[src/rtl/core/pnm_stream_to_rgb_decoder_unit_assert.svh]
// Assertion macros for the PNM decoder.
`ifndef PNM_STREAM_TO_RGB_DECODER_UNIT_ASSERT_SVH
`define PNM_STREAM_TO_RGB_DECODER_UNIT_ASSERT_SVH
// Concurrent implication checked on every clock.
`define PNM_ASSERT_IMP(lbl, clk, rst_n, ante, cons) \
  lbl: assert property (@(posedge clk) disable iff (!rst_n) (ante) |-> (cons)) \
    else $error("assertion failed");
// Next-cycle implication.
`define PNM_ASSERT_NEXT(lbl, clk, rst_n, ante, cons) \
  lbl: assert property (@(posedge clk) disable iff (!rst_n) (ante) |=> (cons)) \
    else $error("assertion failed");
`endif

[src/rtl/core/pnm_pkg.sv]
// ---------------------------------------------------------------------------
// pnm_pkg: shared types and constants of the PNM decoder
// Beat structs, result kinds, controller/datapath command and status.
// ---------------------------------------------------------------------------
`default_nettype none
package pnm_pkg;
  localparam int unsigned MaxWidthDef  = 4096;
  localparam int unsigned MaxHeightDef = 4096;

  localparam logic [1:0] KindPixel  = 2'd0;
  localparam logic [1:0] KindHeader = 2'd1;
  localparam logic [1:0] KindError  = 2'd2;

  localparam logic [7:0] ChP    = 8'h50;
  localparam logic [7:0] ChHash = 8'h23;
  localparam logic [16:0] TokenCap = 17'h1FFFF;

  typedef struct packed {
    logic [7:0] byte_in;
    logic       restart;
  } pnm_in_t;

  typedef struct packed {
    logic [1:0]  kind;
    logic [7:0]  red;
    logic [7:0]  green;
    logic [7:0]  blue;
    logic [11:0] column;
    logic [11:0] row;
    logic [12:0] image_width;
    logic [12:0] image_height;
    logic [2:0]  format;
    logic        image_done;
    logic        last;
  } pnm_out_t;

  // controller -> datapath
  typedef struct packed {
    logic start_div;   // begin scaling of token value
  } pnm_cmd_t;

  // datapath -> controller
  typedef struct packed {
    logic       div_done;
    logic [7:0] scaled;
  } pnm_sts_t;

  function automatic logic is_ws(input logic [7:0] b);
    return (b == 8'h20) || (b >= 8'h09 && b <= 8'h0D);
  endfunction

  function automatic logic is_digit(input logic [7:0] b);
    return (b >= 8'h30 && b <= 8'h39);
  endfunction
endpackage
`default_nettype wire

[src/rtl/core/pnm_scaler.sv]
// ---------------------------------------------------------------------------
// pnm_scaler: ASCII sample scaling unit
// Computes min(255, floor(255*v/maxval)) by restoring division, one bit a cycle.
// ---------------------------------------------------------------------------
`default_nettype none
module pnm_scaler
  import pnm_pkg::*;
(
  input  var logic        clk_i,
  input  var logic        rst_ni,
  input  var pnm_cmd_t    cmd_i,
  input  var logic [16:0] value_i,
  input  var logic [15:0] maxval_i,
  output var pnm_sts_t    sts_o
);
  // 255*v fits 25 bits; quotient needs 25 bits but is clamped to 8.
  localparam int unsigned NW = 25;
  logic [NW-1:0] num_q, num_d;
  logic [NW-1:0] quo_q, quo_d;
  logic [16:0]   rem_q, rem_d;
  logic [4:0]    cnt_q, cnt_d;
  logic          busy_q, busy_d, done_q, done_d;
  logic [15:0]   den;
  logic [17:0]   trial;
  logic [16:0]   shifted;

  assign den     = (maxval_i == 16'd0) ? 16'd1 : maxval_i;
  assign shifted = {rem_q[15:0], num_q[NW-1]};
  assign trial   = {1'b0, shifted} - {2'b00, den};

  always_comb begin
    num_d = num_q; quo_d = quo_q; rem_d = rem_q; cnt_d = cnt_q;
    busy_d = busy_q; done_d = 1'b0;
    if (cmd_i.start_div) begin
      num_d  = NW'({value_i, 8'h00} - {8'h00, value_i});
      quo_d  = '0; rem_d = '0; cnt_d = 5'(NW); busy_d = 1'b1;
    end else if (busy_q) begin
      num_d = {num_q[NW-2:0], 1'b0};
      if (!trial[17]) begin
        rem_d = trial[16:0];
        quo_d = {quo_q[NW-2:0], 1'b1};
      end else begin
        rem_d = shifted;
        quo_d = {quo_q[NW-2:0], 1'b0};
      end
      cnt_d = cnt_q - 5'd1;
      if (cnt_q == 5'd1) begin
        busy_d = 1'b0; done_d = 1'b1;
      end
    end
  end

  always_ff @(posedge clk_i or negedge rst_ni) begin
    if (!rst_ni) begin
      busy_q <= 1'b0; done_q <= 1'b0; cnt_q <= '0;
    end else begin
      busy_q <= busy_d; done_q <= done_d; cnt_q <= cnt_d;
    end
  end

  always_ff @(posedge clk_i) begin
    num_q <= num_d; quo_q <= quo_d; rem_q <= rem_d;
  end

  assign sts_o.div_done = done_q;
  assign sts_o.scaled   = (quo_q > NW'(255)) ? 8'hFF : quo_q[7:0];
endmodule
`default_nettype wire

[src/rtl/core/pnm_ctrl.sv]
// ---------------------------------------------------------------------------
// pnm_ctrl: parser controller
// Header parse, token scan, pixel sequencing and result beat output.
// ---------------------------------------------------------------------------
`default_nettype none
module pnm_ctrl
  import pnm_pkg::*;
#(
  parameter int unsigned MaxWidth  = MaxWidthDef,
  parameter int unsigned MaxHeight = MaxHeightDef
) (
  input  var logic        clk_i,
  input  var logic        rst_ni,
  input  var logic        in_valid_i,
  output var logic        in_ready_o,
  input  var pnm_in_t     in_data_i,
  output var logic        out_valid_o,
  input  var logic        out_ready_i,
  output var pnm_out_t    out_data_o,
  output var pnm_cmd_t    cmd_o,
  output var logic [16:0] value_o,
  output var logic [15:0] maxval_o,
  input  var pnm_sts_t    sts_i
);
  typedef enum logic [3:0] {
    PhMagicP, PhMagicDigit, PhMagicSep, PhWidth, PhHeight, PhMaxval,
    PhRaw, PhAscii, PhDone, PhError
  } phase_e;

  typedef enum logic [1:0] {StIdle, StEmit, StWait} st_e;

  phase_e      phase_q;
  st_e         st_q;
  logic [2:0]  fmt_q;
  logic [12:0] width_q, height_q;
  logic [15:0] maxval_q;
  logic [16:0] tok_q;
  logic [16:0] sval_q;
  logic        tok_act_q, in_cmt_q;
  logic [11:0] col_q, row_q;
  logic [1:0]  comp_q;
  logic [7:0]  hred_q, hgrn_q;
  // pending pixel burst (raw bitmap) or single result
  logic [7:0]  bits_q;
  logic [3:0]  npix_q;
  logic        pend_pix_q;
  logic [7:0]  pr_q, pg_q, pb_q;
  logic        ovalid_q;
  pnm_out_t    obeat_q;
  logic        bitmap_q;

  assign in_ready_o  = (st_q == StIdle) && !ovalid_q;
  assign out_valid_o = ovalid_q;
  assign out_data_o  = obeat_q;
  // finished sample token, held for the scaler
  assign value_o     = sval_q;
  assign maxval_o    = maxval_q;

  // next position
  logic [11:0] col_nx, row_nx;
  logic        done_nx;
  always_comb begin
    col_nx = col_q + 12'd1;
    row_nx = row_q;
    if ({1'b0, col_nx} >= width_q || col_q == 12'hFFF) begin
      col_nx = '0; row_nx = row_q + 12'd1;
    end
    done_nx = ({1'b0, row_nx} >= height_q) || (row_nx == 12'd0 && row_q == 12'hFFF);
  end

  logic [20:0] tok_mul;
  logic [7:0]  b;
  logic        ws;
  assign tok_mul = {tok_q, 3'b000} + {2'b00, tok_q, 1'b0} + 21'(b - 8'h30);
  assign b  = in_data_i.byte_in;
  assign ws = is_ws(b);

  always_ff @(posedge clk_i or negedge rst_ni) begin
    if (!rst_ni) begin
      phase_q <= PhMagicP; st_q <= StIdle; fmt_q <= '0; width_q <= '0;
      height_q <= '0; maxval_q <= '0; tok_q <= '0; tok_act_q <= 1'b0;
      in_cmt_q <= 1'b0; col_q <= '0; row_q <= '0; comp_q <= '0;
      hred_q <= '0; hgrn_q <= '0; ovalid_q <= 1'b0; obeat_q <= '0;
      bits_q <= '0; npix_q <= '0; pend_pix_q <= 1'b0; sval_q <= '0;
      pr_q <= '0; pg_q <= '0; pb_q <= '0; cmd_o <= '0; bitmap_q <= 1'b0;
    end else begin
      cmd_o.start_div <= 1'b0;
      if (ovalid_q && out_ready_i) ovalid_q <= 1'b0;
      unique case (st_q)
        StIdle: begin
          if (in_valid_i && in_ready_o) begin
            phase_e ph;
            logic [16:0] v;
            logic        tok_end;
            logic        bad;
            ph = in_data_i.restart ? PhMagicP : phase_q;
            tok_end = 1'b0; bad = 1'b0; v = tok_q;
            if (in_data_i.restart) begin
              fmt_q <= '0; width_q <= '0; height_q <= '0; maxval_q <= '0;
              tok_q <= '0; tok_act_q <= 1'b0; in_cmt_q <= 1'b0;
              col_q <= '0; row_q <= '0; comp_q <= '0;
            end
            // token scan for header and ASCII phases
            if (ph == PhWidth || ph == PhHeight || ph == PhMaxval || ph == PhAscii) begin
              if (in_cmt_q && !in_data_i.restart) begin
                if (b == 8'h0A || b == 8'h0D) in_cmt_q <= 1'b0;
              end else if (ws) begin
                if (tok_act_q && !in_data_i.restart) begin
                  tok_end = 1'b1; tok_q <= '0; tok_act_q <= 1'b0;
                end
              end else if (b == ChHash && !(tok_act_q && !in_data_i.restart)) begin
                in_cmt_q <= 1'b1;
              end else if (is_digit(b)) begin
                tok_q <= (tok_mul > 21'(TokenCap)) ? TokenCap : tok_mul[16:0];
                tok_act_q <= 1'b1;
              end else begin
                bad = 1'b1;
              end
            end
            unique case (ph)
              PhMagicP: if (b == ChP) phase_q <= PhMagicDigit; else bad = 1'b1;
              PhMagicDigit: begin
                if (b >= 8'h31 && b <= 8'h36) begin
                  fmt_q <= 3'(b - 8'h30); phase_q <= PhMagicSep;
                end else bad = 1'b1;
              end
              PhMagicSep: if (ws) phase_q <= PhWidth; else bad = 1'b1;
              PhWidth: if (tok_end && !bad) begin
                if (v == 0 || v > 17'(MaxWidth)) bad = 1'b1;
                else begin width_q <= v[12:0]; phase_q <= PhHeight; end
              end
              PhHeight: if (tok_end && !bad) begin
                if (v == 0 || v > 17'(MaxHeight)) bad = 1'b1;
                else begin
                  height_q <= v[12:0];
                  if (fmt_q == 3'd1 || fmt_q == 3'd4) begin
                    ovalid_q <= 1'b1;
                    obeat_q <= '{kind: KindHeader, image_width: width_q,
                                 image_height: v[12:0], format: fmt_q, last: 1'b1,
                                 default: '0};
                    col_q <= '0; row_q <= '0; comp_q <= '0;
                    phase_q <= (fmt_q >= 3'd4) ? PhRaw : PhAscii;
                  end else phase_q <= PhMaxval;
                end
              end
              PhMaxval: if (tok_end && !bad) begin
                if (v == 0 || v > 17'd65535) bad = 1'b1;
                else begin
                  maxval_q <= v[15:0];
                  ovalid_q <= 1'b1;
                  obeat_q <= '{kind: KindHeader, image_width: width_q,
                               image_height: height_q, format: fmt_q, last: 1'b1,
                               default: '0};
                  col_q <= '0; row_q <= '0; comp_q <= '0;
                  phase_q <= (fmt_q >= 3'd4) ? PhRaw : PhAscii;
                end
              end
              PhRaw: begin
                if (fmt_q == 3'd4) begin
                  logic [12:0] rem;
                  rem = width_q - {1'b0, col_q};
                  bits_q <= b;
                  npix_q <= (rem > 13'd8) ? 4'd8 : rem[3:0];
                  bitmap_q <= 1'b1; st_q <= StEmit;
                end else if (fmt_q == 3'd5) begin
                  pr_q <= b; pg_q <= b; pb_q <= b; npix_q <= 4'd1;
                  bitmap_q <= 1'b0; st_q <= StEmit;
                end else begin
                  unique case (comp_q)
                    2'd0: begin hred_q <= b; comp_q <= 2'd1; end
                    2'd1: begin hgrn_q <= b; comp_q <= 2'd2; end
                    default: begin
                      comp_q <= 2'd0; pr_q <= hred_q; pg_q <= hgrn_q; pb_q <= b;
                      npix_q <= 4'd1; bitmap_q <= 1'b0; st_q <= StEmit;
                    end
                  endcase
                end
              end
              PhAscii: if (tok_end && !bad) begin
                if (fmt_q == 3'd1) begin
                  pr_q <= (v != 0) ? 8'h00 : 8'hFF;
                  pg_q <= (v != 0) ? 8'h00 : 8'hFF;
                  pb_q <= (v != 0) ? 8'h00 : 8'hFF;
                  npix_q <= 4'd1; bitmap_q <= 1'b0; st_q <= StEmit;
                end else begin
                  sval_q <= v;
                  cmd_o.start_div <= 1'b1; st_q <= StWait;
                end
              end
              default: ;
            endcase
            if (bad) begin
              ovalid_q <= 1'b1;
              obeat_q <= '{kind: KindError, last: 1'b1, default: '0};
              phase_q <= PhError; st_q <= StIdle;
            end
          end
        end
        StWait: begin
          if (sts_i.div_done) begin
            if (fmt_q == 3'd2) begin
              pr_q <= sts_i.scaled; pg_q <= sts_i.scaled; pb_q <= sts_i.scaled;
              npix_q <= 4'd1; bitmap_q <= 1'b0; st_q <= StEmit;
            end else begin
              unique case (comp_q)
                2'd0: begin hred_q <= sts_i.scaled; comp_q <= 2'd1; st_q <= StIdle; end
                2'd1: begin hgrn_q <= sts_i.scaled; comp_q <= 2'd2; st_q <= StIdle; end
                default: begin
                  comp_q <= 2'd0; pr_q <= hred_q; pg_q <= hgrn_q; pb_q <= sts_i.scaled;
                  npix_q <= 4'd1; bitmap_q <= 1'b0; st_q <= StEmit;
                end
              endcase
            end
          end
        end
        StEmit: begin
          if (!ovalid_q || out_ready_i) begin
            logic [7:0] c;
            logic       lst;
            c   = bits_q[7] ? 8'h00 : 8'hFF;
            lst = (npix_q == 4'd1) || done_nx;
            ovalid_q <= 1'b1;
            obeat_q <= '{kind: KindPixel,
                         red: bitmap_q ? c : pr_q, green: bitmap_q ? c : pg_q,
                         blue: bitmap_q ? c : pb_q, column: col_q, row: row_q,
                         image_width: 13'd0, image_height: 13'd0, format: fmt_q,
                         image_done: done_nx, last: lst};
            col_q <= col_nx; row_q <= row_nx;
            bits_q <= {bits_q[6:0], 1'b0};
            npix_q <= npix_q - 4'd1;
            if (done_nx) phase_q <= PhDone;
            if (lst) st_q <= StIdle;
          end
        end
        default: st_q <= StIdle;
      endcase
    end
  end
endmodule
`default_nettype wire

[src/rtl/core/pnm_stream_to_rgb_decoder_unit.sv]
// PNM decoder: takes a P1..P6 file one byte a beat and returns header, pixel
// and error beats. Assert restart with the first byte of a file. The input
// stays closed while a result beat waits in the single output register, and
// while the controller emits pixels or waits on the scaler, so no new byte is
// taken before the last one is through. A raw gray byte or final raw color
// byte is accepted, emitted and then handed off; a raw bitmap byte yields one
// pixel beat for each pixel it holds (up to 8). A whitespace byte that ends an
// ASCII gray or color sample runs the bit-serial scaling divider.
// ---------------------------------------------------------------------------
// pnm_stream_to_rgb_decoder_unit: top level
// Controller plus scaling datapath.
// ---------------------------------------------------------------------------
`default_nettype none
`include "pnm_stream_to_rgb_decoder_unit_assert.svh"
module pnm_stream_to_rgb_decoder_unit
  import pnm_pkg::*;
#(
  parameter int unsigned MaxWidth  = MaxWidthDef,
  parameter int unsigned MaxHeight = MaxHeightDef
) (
  input  var logic     clk_i,
  input  var logic     rst_ni,
  input  var logic     in_valid_i,
  output var logic     in_ready_o,
  input  var pnm_in_t  in_data_i,
  output var logic     out_valid_o,
  input  var logic     out_ready_i,
  output var pnm_out_t out_data_o
);
  pnm_cmd_t    cmd;
  pnm_sts_t    sts;
  logic [16:0] value;
  logic [15:0] maxval;

  pnm_ctrl #(.MaxWidth(MaxWidth), .MaxHeight(MaxHeight)) u_ctrl (
    .clk_i, .rst_ni, .in_valid_i, .in_ready_o, .in_data_i,
    .out_valid_o, .out_ready_i, .out_data_o,
    .cmd_o(cmd), .value_o(value), .maxval_o(maxval), .sts_i(sts)
  );

  pnm_scaler u_scaler (
    .clk_i, .rst_ni, .cmd_i(cmd), .value_i(value), .maxval_i(maxval), .sts_o(sts)
  );

  // a held result beat keeps its payload
  `PNM_ASSERT_NEXT(a_out_hold, clk_i, rst_ni, out_valid_o && !out_ready_i,
                   out_valid_o && $stable(out_data_o))
  // input is never taken while a beat is pending
  `PNM_ASSERT_IMP(a_no_accept_pending, clk_i, rst_ni, out_valid_o, !in_ready_o)
  // scaling never completes while input is open
  `PNM_ASSERT_IMP(a_div_closed, clk_i, rst_ni, sts.div_done, !in_ready_o)
endmodule
`default_nettype wire
[config.mk]
export PLATFORM = sky130hd
export DESIGN_NAME = pnm_stream_to_rgb_decoder_unit
export DESIGN_NICKNAME = d
export VERILOG_FILES = /design/src/rtl/core/pnm_pkg.sv /design/src/rtl/core/pnm_scaler.sv /design/src/rtl/core/pnm_ctrl.sv /design/src/rtl/core/pnm_stream_to_rgb_decoder_unit.sv
export VERILOG_INCLUDE_DIRS = /design/src /design/src/rtl/core
export SDC_FILE = /design/constraint.sdc
export NUM_CORES = 1
export LEC_CHECK = 0
export BUFFER_PORTS_ARGS = -buffer_cell sky130_fd_sc_hd__clkbuf_2
export CORE_MARGIN = 1
export CORE_UTILIZATION = 50
export CTS_BUF_LIST = sky130_fd_sc_hd__clkbuf_2
export CTS_CLUSTER_SIZE = 28
export DETAILED_ROUTE_END_ITERATION = 7
export GPL_ROUTABILITY_DRIVEN = 0
export HOLD_SLACK_MARGIN = 0.05
export PLACE_DENSITY = 0.67
export SYNTH_ARGS = -nofsm -noshare
export SYNTH_HDL_FRONTEND = slang
export SYNTH_SLANG_ARGS = --single-unit
export TNS_END_PERCENT = 5
[constraint.sdc]
create_clock -name clk_i -period 5.68 [get_ports clk_i]
set_input_delay 1.42 -clock clk_i [delete_from_list [all_inputs] [get_ports clk_i]]
set_output_delay 1.42 -clock clk_i [all_outputs]
set_load 0.02 [all_outputs]
# [Word level (Yosys, flattened, before mapping)]
# Cells that the tools add are included.
[op_classes] n_addsub=11 n_mul=0 n_eq_ne=58 reduce_logical=54 div_mod_pow=0 n_lt_le_gt_ge=14 shift=0 mux=244 bitwise_logic=1
[op_table] cell="$mux 81" count=8
[op_table] cell="$mux 8" count=47
[op_table] cell="$pmux 81 s2" count=2
[op_table] cell="$mux 12" count=18
[op_table] cell="$pmux 8 s2" count=9
[op_table] cell="$mux 17" count=8
[op_table] cell="$mux 13" count=8
[op_table] cell="$mux 4" count=25
[op_table] cell="$mux 16" count=6
[op_table] cell="$pmux 12 s2" count=4
[op_table] cell="$mux 1" count=66
[op_table] cell="$ne 4x4->1 const B" count=13
[op_table] cell="$mux 25" count=2
[op_table] cell="$mux 2" count=22
[op_table] cell="$reduce_and 9->1" count=4
[op_table] cell="$ge 12x13->1" count=2
[op_table] cell="$gt 25x8->1 const B" count=1
[op_table] cell="$sub 25x17->25" count=1
[op_table] cell="$add 12x1->12 const B" count=2
[op_table] cell="$eq 12x12->1 const B" count=2
[op_table] cell="$pmux 4 s6" count=1
[op_table] cell="$add 20x18->21" count=1
[op_table] cell="$add 21x21->21" count=1
[op_table] cell="$gt 21x17->1 const B" count=1
[op_table] cell="other kinds (61)" count=128
[word_totals] regBits=322 wordCells=422 rom_bits=0 n_memories=0 ram_bits=0 latchBits=0 in_bits=13

# [Depth between registers and ports, before layout]
# Gate-level depths: netlist of the first run.
[depth] depth_word=19 depth_mapped=24 mapped_depth_nobuf=23

# [Modules after synthesis]
# From an unflattened synthesis of the first run, not the netlist that was laid out.
[hier_totals] hier_cells=2200 area_unflattened_um2=19633.8
[modules_own_cells] module="pnm_ctrl" n_inst=1 seq_area_each_um2=6231.0 area_each_um2=14906.8 cells_each=1659
[modules_own_cells] module="pnm_scaler" n_inst=1 seq_area_each_um2=1746.7 area_each_um2=4727.0 cells_each=541

# [Least setup slack after synthesis of the first run]
# OpenSTA, ideal clock, no wires.
[synth_timing] path_type="input to register" startpoint="input in_data_i[7] (netlist name)" endpoint="register u_ctrl.tok_q[10]" arrival_ns=5.850 required_time_ns=5.552 path_stages=15 slack_ns=-0.298 setup_time_ns=0.128 path_buffers=3 cell_sequence="clkbuf_1 nor3_1 fa_1 ha_1 clkbuf_1 a2111oi_0 nand2_1 a21oi_1 nand3_1 a221oi_1 xnor2_1 or4_1 clkbuf_1 o31ai_1 nor3_1"
[synth_between] elab_chain_len=9 word_cells_on_any_way=19 cone_classes="add/sub: 2; order compare: 5; eq/ne: 2; mux: 6; reduce/logical: 4"
[synth_lines] element="from (decl)" line="pnm_stream_to_rgb_decoder_unit.sv:25" text="input var pnm_in_t in_data_i,"
[synth_lines] element="$sub 8x6->9" line="pnm_ctrl.sv:74" text="assign tok_mul = {tok_q, 3'b000} + {2'b00, tok_q, 1'b0} + 21'(b - 8'h30);"
[synth_lines] element="$add 21x21->21" line="pnm_ctrl.sv:74"
[synth_lines] element="$gt 21x17->1" line="pnm_ctrl.sv:114" text="tok_q <= (tok_mul > 21'(TokenCap)) ? TokenCap : tok_mul[16:0];"
[synth_lines] element="$mux 17" line="pnm_ctrl.sv:114"
[synth_lines] element="$mux 17" line="pnm_ctrl.sv:113" text="end else if (is_digit(b)) begin"
[synth_lines] element="$mux 17" line="pnm_ctrl.sv:111" text="end else if (b == ChHash && !(tok_act_q && !in_data_i.restart)) begin"
[synth_lines] element="$mux 17 *" line="pnm_ctrl.sv:107" text="end else if (ws) begin"
[synth_lines] element="$mux 17 *" line="pnm_ctrl.sv:105" text="if (in_cmt_q && !in_data_i.restart) begin"
[synth_lines] element="$mux 17 *" line="pnm_ctrl.sv:104" text="if (ph == PhWidth || ph == PhHeight || ph == PhMaxval || ph == PhAscii) begin"
[synth_lines] element="to (signal assigned)" line="pnm_ctrl.sv:114"
[synth_lines] element="to (decl)" line="pnm_ctrl.sv:37" text="logic [16:0] tok_q;"
# Mark *: on every way between the ends. The rest lies on a longest branch, timed or not.
# A chain may end at the register's enable or synchronous reset.

# [Worst setup path after layout of the first run]
[layout_timing] startpoint="register u_ctrl.col_q[3]" endpoint="register u_ctrl.st_q[0]"
[layout_between] elab_chain_len=10 word_cells_on_any_way=12 cone_classes="add/sub: 1; order compare: 2; eq/ne: 2; mux: 1; reduce/logical: 6"
[layout_lines] element="from (decl)" line="pnm_ctrl.sv:40" text="logic [11:0] col_q, row_q;"
[layout_lines] element="from (signal assigned)" line="pnm_ctrl.sv:228" text="col_q <= col_nx; row_q <= row_nx;"
[layout_lines] element="$add 12x1->12" line="pnm_ctrl.sv:63" text="col_nx = col_q + 12'd1;"
[layout_lines] element="$ge 12x13->1" line="pnm_ctrl.sv:65" text="if ({1'b0, col_nx} >= width_q || col_q == 12'hFFF) begin"
[layout_lines] element="$logic_or 1x1->1 *" line="pnm_ctrl.sv:65"
[layout_lines] element="$mux 12 *" line="pnm_ctrl.sv:65"
[layout_lines] element="parallel branches: the longest is 2 deep, another holds $ge 12x13->1"
[layout_lines] element="$logic_or 1x1->1 *" line="pnm_ctrl.sv:68" text="done_nx = ({1'b0, row_nx} >= height_q) || (row_nx == 12'd0 && row_q == 12'hFFF);"
[layout_lines] element="$logic_or 1x1->1 *" line="pnm_ctrl.sv:221" text="lst = (npix_q == 4'd1) || done_nx;"
[layout_lines] element="$ne 2x1->1 (no line) *"
[layout_lines] element="$reduce_and 7->1 (no line) *"
[layout_lines] element="to (signal assigned)" line="pnm_ctrl.sv:195" text="phase_q <= PhError; st_q <= StIdle;"
[layout_lines] element="to (signal assigned)" line="pnm_ctrl.sv:232" text="if (lst) st_q <= StIdle;"
[layout_lines] element="to (signal assigned)" line="pnm_ctrl.sv:235" text="default: st_q <= StIdle;"
[layout_lines] element="to (decl)" line="pnm_ctrl.sv:33" text="st_e st_q;"
# Mark *: on every way between the ends.

==> run_results.csv, run 1 <==
group,metric,value,unit
worst_setup_path,worstRegToRegCells,22,
grt,grt_pass1_wl,84400,µm
layout,drive_gt1_share,16.3,%
power_and_ir_drop,switching_share,37.0,%
power_and_ir_drop,internal_power,3.82,mW
timing,setup_ws,0.299,ns
timing,report.final.hold_viol_count,0,
worst_setup_path,worst_setup_path_end_kind,"register",
timing,period_minus_slack,5.38,ns
placed_design,port-buffer-count,95,
worst_setup_path,regToRegStartpoint,"u_ctrl.col_q[3]$_DFFE_PN0P_",
timing,setup_viol,0,
grt,first_global_vias,16500,
route,wl,50900,µm
route,wl_met2,23300,µm
grt,grt_max_degree,116,
clocking,htreeDepth,3,
timing,maxSlewViolCount,0,
timing,max_slew_margin,30.5,%
route,wl_per_cell,17.9,µm
route,ant_nets,0,
flow_run,maxCapViolations,0,
floorplan,initial_core_util,50.8,%
synth,synth_flop_cell,"dfrtp_1",
worst_setup_path,worstSetupStartpoint,"u_ctrl.col_q[3]$_DFFE_PN0P_",
synth,ys_seq_area_share,40.6,%
outcome,outcome,"finished, final reports clean",
power_and_ir_drop,p_leak,9.52,nW
worst_setup_path,worst-setup-path-type,"register to register",
synth,synthCells,2161,
synth,synth_compound_area_share,20.1,%
timing,fin_crit_sh,94.7,%
floorplan,core-area,38700,µm²
timing,rsz0062_at_grt,"no",
worst_setup_path,cp-endpoint,"u_ctrl.st_q[0]$_DFFE_PN0P_",
clocking,cts_tree,"built",
synth,synthArstFlopShare,79.5,%
clocking,post_cts_buffers,0,
synth,synthXorXnorAreaFrac,3.30,%
layout,nets,2383,
floorplan,fp-row-count,72,
grt,gr-total-overflow,0,
timing,whs,0.471,ns
route,route.detailed.drc,0,
power_and_ir_drop,ir_drop,0.175,mV
layout,syn2layout_area_growth,8.76,%
power_and_ir_drop,p_comb_share,26.7,%
floorplan,die_area,40100,µm²
route,wl_met1,22700,µm
synth,synth_adder_area_share,8.19,%
worst_setup_path,rrSetupSlack,0.30,ns
placed_design,place_ws,0.141,ns
grt,antenna_found_initial,2,
synth,ys_warn_count,0,
worst_setup_path,cp_max_fo,6,
grt,grt_usage,25.8,%
route,first_pass_iters,6,
timing,max_freq,0.186,GHz
placed_design,hpwl,35900,µm
timing,tns,0,ns
clocking,numCtsBuffers,88,
route,wl_met3,3410,µm
power_and_ir_drop,pwr-share-seq,44.8,%
synth,syn_nets,2291,
clocking,ctsResizeCount,0,
worst_setup_path,cp.required,6.57,ns
clocking,clock_latency,1.05,ns
floorplan,ios,96,
route,num_vias,16600,
clocking,cts.sinks,322,
route,dr.max_layer_used,"met4",
floorplan,chipWidth,200,µm
layout,fill_cells,3522,
clocking,cts_hold_buffers,0,
synth,yosysUniqueCellTypes,90,
synth,syn_area_per_cell,9.10,µm²
floorplan,die_y,200,µm
synth,ys_ff_latch,322,
synth,synthMuxAreaShare,7.26,%
timing,worst_slew_pin_slew,1.04,ns
clocking,clk_pin_slew,0.12,ns
route,drt_iter0_markers,1157,
clocking,cts_root_buffer,"clkbuf_2",
synth,synth_top_family_by_area,"compound AO/OA/AOI/OAI gates",
worst_hold_path,min_path_type,"input port to asynchronous set/reset pin",
clocking,cts_buffer_depth,3,
synth,synthSimpleGateAreaFrac,15.5,%
worst_setup_path,critPathLaunchType,"register",
layout,finish.utilization,55.2,%
power_and_ir_drop,p_total,6.06,mW
worst_setup_path,r2r_end,"u_ctrl.st_q[0]$_DFFE_PN0P_",
power_and_ir_drop,p_switching,2.24,mW
power_and_ir_drop,power_density,283,nW/µm²
synth,synth_edf_count,25,
route,viasPerCell,5.85,
synth,synth_area,19700,µm²
timing,clock-skew-final,0.121,ns
power_and_ir_drop,pwr-share-clk,28.5,%
worst_setup_path,crit_arrival,6.27,ns
==> flip-flops by register name, indices dropped and copies added, names as in the netlist, 3 cells and up <==
| name | cells |
|---|---|
| u_ctrl.pb_q | 8 |
| u_scaler.cnt_q | 5 |
| u_ctrl.tok_q | 17 |
| u_ctrl.row_q | 12 |
| u_ctrl.value_o | 17 |
| u_ctrl.hred_q | 8 |
| u_scaler.quo_q | 25 |
| u_ctrl.maxval_o | 16 |
| u_ctrl.col_q | 12 |
| u_scaler.rem_q | 16 |
| u_ctrl.npix_q | 4 |
| u_ctrl.bits_q | 8 |
| u_ctrl.hgrn_q | 8 |
| u_ctrl.phase_q | 4 |
| u_ctrl.pr_q | 8 |
| u_ctrl.height_q | 13 |
| u_ctrl.fmt_q | 3 |
| u_scaler.num_q | 25 |
| u_ctrl.width_q | 13 |
| u_ctrl.pg_q | 8 |
| u_ctrl.out_data_o | 81 |
==> per-layer routing <==
layer | vias up | track usage, %
met5 | - | 0
met4 | 0 | 10.2
met3 | 114 | 5.81
met2 | 578 | 40.6
met1 | 7985 | 34.5
li1 | 7948 | -
==> cell usage after synthesis, drive strengths merged, types with 16 or more instances <==
| cell type | number | area, µm² |
|---|---|---|
| ha | 99 | 1240 |
| fa | 18 | 360 |
| edfxtp | 25 | 751 |
| nor2b | 16 | 100 |
| a211oi | 35 | 268 |
| inv | 123 | 462 |
| o21ai | 230 | 1160 |
| clkbuf | 95 | 357 |
| dfxtp | 41 | 821 |
| a21o | 19 | 143 |
| mux2 | 67 | 796 |
| xnor2 | 55 | 482 |
| nor3 | 62 | 310 |
| xor2 | 19 | 166 |
| mux2i | 63 | 631 |
| or3 | 16 | 100 |
| buf | 31 | 180 |
| a22o | 65 | 569 |
| nand2 | 227 | 852 |
| and3 | 20 | 135 |
| dfrtp | 256 | 6410 |
| nand3 | 31 | 155 |
| a21oi | 124 | 628 |
| o31ai | 21 | 158 |
| nor2 | 199 | 749 |
==> power groups by stage <==
stage,Clock [mW],Combinational [mW],Sequential (mW)
after floorplan,0,1.11,2.80
after global placement,0,1.59,2.75
after detailed placement,0,1.61,2.76
after CTS,1.78,1.62,2.71
after global routing,1.90,1.80,2.75
final,1.72,1.62,2.71
==> critical path, cell delays in order, from the launching register on <==
cell	delay, ns
dfrtp_1	0.45
and3_1	0.23
and3_1	0.21
and3_1	0.20
and3_1	0.23
and3_1	0.24
xnor2_1	0.14
ha_1	0.28
nor2_1	0.04
o21bai_1	0.15
a21bo_2	0.30
or4b_1	0.59
xnor2_1	0.21
ha_1	0.26
o21ai_0	0.16
a21oi_1	0.09
a21boi_0	0.12
a311oi_1	0.25
a2bb2oi_1	0.22
o211ai_1	0.14
a21oi_1	0.28
or4b_4	0.20
mux2_4	0.29
==> worst min-delay path by stage <==
stage	to	slack [ns]	cells past startpoint
after floorplan	u_ctrl.bits_q[7]$_DFFE_PN0P_	0.44	2
after global placement	u_ctrl.bits_q[6]$_DFFE_PN0P_	0.46	2
after detailed placement	u_ctrl.bits_q[0]$_DFFE_PN0P_	0.47	2
after CTS	u_scaler.cnt_q[3]$_DFFE_PN0P_	0.41	1
after global routing	u_ctrl.maxval_o[0]$_DFFE_PN0P_	0.46	1
final	u_ctrl.maxval_o[12]$_DFFE_PN0P_	0.47	1
==> cells by family after synthesis <==
family                   Yosys count
AO/OA/AOI/OAI                    611
multiplexers                     130
AND/OR/NAND/NOR                  657
buffers and inverters            249
flip-flops                       322
XOR/XNOR                          74
adder cells (fa/ha/maj)          118
==> per-stage QoR <==
step	std cells	cell area, µm²
finish	2842	21400
global route	2842	21400
CTS	2840	21400
detailed placement	2681	20500
global placement	2681	20500
floorplan	2161	19700
==> area by class of cell <==
cell class | instances | area, µm² | area share, %
Antenna cell | 2 | 5.00 | 0.0234
Sequential cell | 322 | 7980 | 37.3
Timing Repair Buffer | 128 | 758 | 3.55
Clock buffer | 135 | 676 | 3.16
Tap cell | 518 | 648 | 3.03
Clock inverter | 24 | 149 | 0.696
Multi-Input combinational cell | 1590 | 10700 | 50.1
Inverter | 123 | 462 | 2.16
==> layout by cell type (no fill, tap or decap), types with 13 or more instances in the layout <==
cell type,n
dfxtp_1,41
mux2_2,56
fa_1,18
a211oi_1,34
buf_4,31
o21ai_0,137
nand2b_1,13
or3_1,16
a22o_1,65
nand3_1,31
nor3_1,61
inv_1,123
a21oi_1,122
nor2b_1,16
dfrtp_1,254
clkbuf_2,229
nor2_1,198
and3_1,18
xor2_1,19
edfxtp_1,25
mux2i_1,63
a21o_1,19
o21ai_1,91
ha_1,98
o21a_1,13
and2_1,13
o31ai_1,21
xnor2_1,55
nand2_1,227
Note: power is estimated with default switching activity, not from simulation.
==> inputs of run 2 (changes only) <==
--- a/config.mk
+++ b/config.mk
@@ -8,13 +8,13 @@
 export LEC_CHECK = 0
 export BUFFER_PORTS_ARGS = -buffer_cell sky130_fd_sc_hd__clkbuf_2
 export CORE_MARGIN = 1
-export CORE_UTILIZATION = 50
+export CORE_UTILIZATION = 40
 export CTS_BUF_LIST = sky130_fd_sc_hd__clkbuf_2
 export CTS_CLUSTER_SIZE = 28
 export DETAILED_ROUTE_END_ITERATION = 7
 export GPL_ROUTABILITY_DRIVEN = 0
 export HOLD_SLACK_MARGIN = 0.05
-export PLACE_DENSITY = 0.67
+export SLEW_MARGIN = 20
 export SYNTH_ARGS = -nofsm -noshare
 export SYNTH_HDL_FRONTEND = slang
 export SYNTH_SLANG_ARGS = --single-unit
==> constraint.sdc (replaced) <==
create_clock -name clk_i -period 4.6 [get_ports clk_i]
set_input_delay 1.15 -clock clk_i [delete_from_list [all_inputs] [get_ports clk_i]]
set_output_delay 1.15 -clock clk_i [all_outputs]
set_load 0.02 [all_outputs]
==> run 2 against run 1 <==
The flow now finishes with violations (negative setup slack). Sequential share of layout area shrank 2.4 points. Sequential cell count is the same. Via count grew 2.2%. Register-to-register slack lost 0.60 ns. Cell count grew 9.2%. Design area grew 6.8%. Hold slack gained 0.018 ns. Combinational power grew 41%. First-iteration DRC count grew 8.0%. Largest cell class unchanged.
==> run_results.csv, run 2 (same netlist as run 1, synthesis figures left out) <==
group,metric,value,unit
grt,antenna_found_initial,6,
worst_setup_path,critPathLaunchType,"register",
timing,worst_slew_pin_slew,1.07,ns
outcome,violations,"negative setup slack",
power_and_ir_drop,ir_drop,0.156,mV
route,viasPerCell,5.47,
timing,rsz0062_at_grt,"yes",
timing,clock-skew-final,0.0858,ns
floorplan,fp-row-count,80,
clocking,numCtsBuffers,87,
layout,drive_gt1_share,21.9,%
layout,syn2layout_area_growth,16.2,%
power_and_ir_drop,power_density,341,nW/µm²
route,drt_iter0_markers,1249,
clocking,cts.sinks,322,
placed_design,dpl_cell_area,21800,µm²
layout,final_cell_mix,"dfrtp_1 (252), nand2_1 (227), clkbuf_2 (221)",
worst_hold_path,min_path_type,"register to register",
placed_design,port-buffer-count,95,
floorplan,initial_core_util,40.8,%
timing,setup_ws,-0.301,ns
clocking,cts_root_buffer,"clkbuf_2",
outcome,outcome,"finished with violations",
route,num_vias,17000,
worst_setup_path,cp_max_fo,3,
floorplan,die_y,224,µm
route,ant_nets,0,
timing,maxSlewViolCount,0,
placed_design,dp_cells,2941,
worst_setup_path,worstRegToRegCells,22,
clocking,htreeDepth,3,
layout,final_common_cell,"dfrtp_1",
timing,fin_crit_sh,107,%
timing,period_minus_slack,4.90,ns
worst_setup_path,worst-setup-path-type,"register to register",
layout,stdcell_count,3104,
layout,finalInstanceArea,22800,µm²
layout,fill_cells,4620,
power_and_ir_drop,p_total,7.80,mW
timing,max_freq,0.204,GHz
route,route.detailed.drc,0,
worst_setup_path,rrSetupSlack,-0.30,ns
clocking,clock_latency,1.11,ns
timing,max_slew_margin,28.1,%
layout,nets,2513,
worst_setup_path,worst_setup_path_end_kind,"register",
placed_design,hpwl,39900,µm
floorplan,ios,96,
clocking,cts_tree,"built",
flow_run,maxCapViolations,0,
power_and_ir_drop,p_leak,10.2,nW
floorplan,die_area,50000,µm²
grt,grt_usage,22.7,%
timing,tns,-0.877,ns
route,wl_per_cell,17.8,µm
route,wl,55400,µm
grt,grt_max_degree,97,
grt,grt_pass1_wl,90700,µm
worst_setup_path,crit_arrival,5.85,ns
grt,gr-total-overflow,0,
grt,first_global_vias,16800,
clocking,clk_pin_slew,0.10,ns
worst_setup_path,cp.required,5.55,ns
timing,setup_viol,7,
floorplan,chipWidth,224,µm
timing,report.final.hold_viol_count,0,
clocking,cts_buffer_depth,3,
route,first_pass_iters,5,
worst_hold_path,hold_depth,2,
floorplan,core-area,48100,µm²
timing,whs,0.489,ns
layout,largest_reg_flops,81,
## run 2: changes by cell type in the layout (fill, tap and decap cells not counted), sizes merged
| cell | delta |
|---|---|
| buf | +130 |
| clkbuf | -8 |
| inv | -3 |
| bufinv | +2 |
| clkinvlp | +1 |
| diode | +1 |
| dlygate4sd3 | +1 |
## run 2: worst paths after layout
path,from,endpoint
worst min register to register,u_ctrl.out_data_o[37]$_DFFE_PN0P_,u_ctrl.out_data_o[37]$_DFFE_PN0P_
max in group asynchronous,rst_ni,u_ctrl.out_data_o[63]$_DFFE_PN0P_
worst min-delay path,u_ctrl.out_data_o[37]$_DFFE_PN0P_,u_ctrl.out_data_o[37]$_DFFE_PN0P_
worst max register to register,u_ctrl.col_q[2]$_DFFE_PN0P_,u_ctrl.st_q[1]$_DFFE_PN0P_
min in group asynchronous,rst_ni,u_scaler.cnt_q[3]$_DFFE_PN0P_
worst max-delay path,u_ctrl.col_q[2]$_DFFE_PN0P_,u_ctrl.st_q[1]$_DFFE_PN0P_
## run 2: worst max-delay path, cell delays in order (launching register included)
cell and delay [ns]:
dfrtp_1 0.39, and3_4 0.18, and3_4 0.15, and3_4 0.17
and3_4 0.14, buf_4 0.14, xnor2_1 0.13, ha_1 0.29
o211ai_1 0.09, a21o_1 0.19, a21bo_2 0.22, or4b_4 0.51
xnor2_2 0.15, ha_1 0.31, o21ai_2 0.07, a21oi_2 0.15
a21boi_2 0.18, a311oi_2 0.06, a2bb2oi_2 0.18, o211ai_1 0.14
a21oi_2 0.08, or4b_4 0.55, mux2_4 0.31
## run 2: final cells by class
cell class | instances | area, µm² | area share, %
multi-input cells | 1590 | 10900 | 47.9
flip-flops and latches | 322 | 7980 | 35.0
repair buffers | 259 | 1810 | 7.94
well taps | 656 | 821 | 3.59
clock buffers | 127 | 636 | 2.78
inverters | 123 | 462 | 2.02
clock inverters | 24 | 180 | 0.789
diodes | 3 | 7.51 | 0.0329
## run 2: timing repair
action	CTS	global route
setup endpoints to repair	7	7
setup buffers	6	2
gates cloned	0	0
gates resized for setup	21	8
endpoints found under the hold margin	77	0
pin swaps	18	13
hold buffers	1	0
## run 2: metal layers
metal / part of all wire (%) / wire [µm] / track usage (%)
met5: 0.083 / 46 / 0
met4: 3.1 / 1740 / 9.70
met1: 45 / 25100 / 30.1
met2: 46 / 25500 / 36.0
met3: 5.4 / 2990 / 4.58
## run 2: per-stage QoR
step | util (%) | setup WS [ns]
5_1_grt | 47.4 | -0.429
4_1_cts | 47.3 | -0.283
3_3_place_gp | 45.4 | -0.281
3_5_place_dp | 45.4 | -0.440
2_1_floorplan | - | -0.166
6_report | 47.4 | -0.301
## run 2: power breakdown
group / leakage, nW / switching, mW / total [mW] / internal (mW)
Clock: 0.610 / 1.26 / 2.16 / 0.903
Combinational: 5.66 / 1.36 / 2.28 / 0.921
Sequential: 3.95 / 0.232 / 3.35 / 3.12
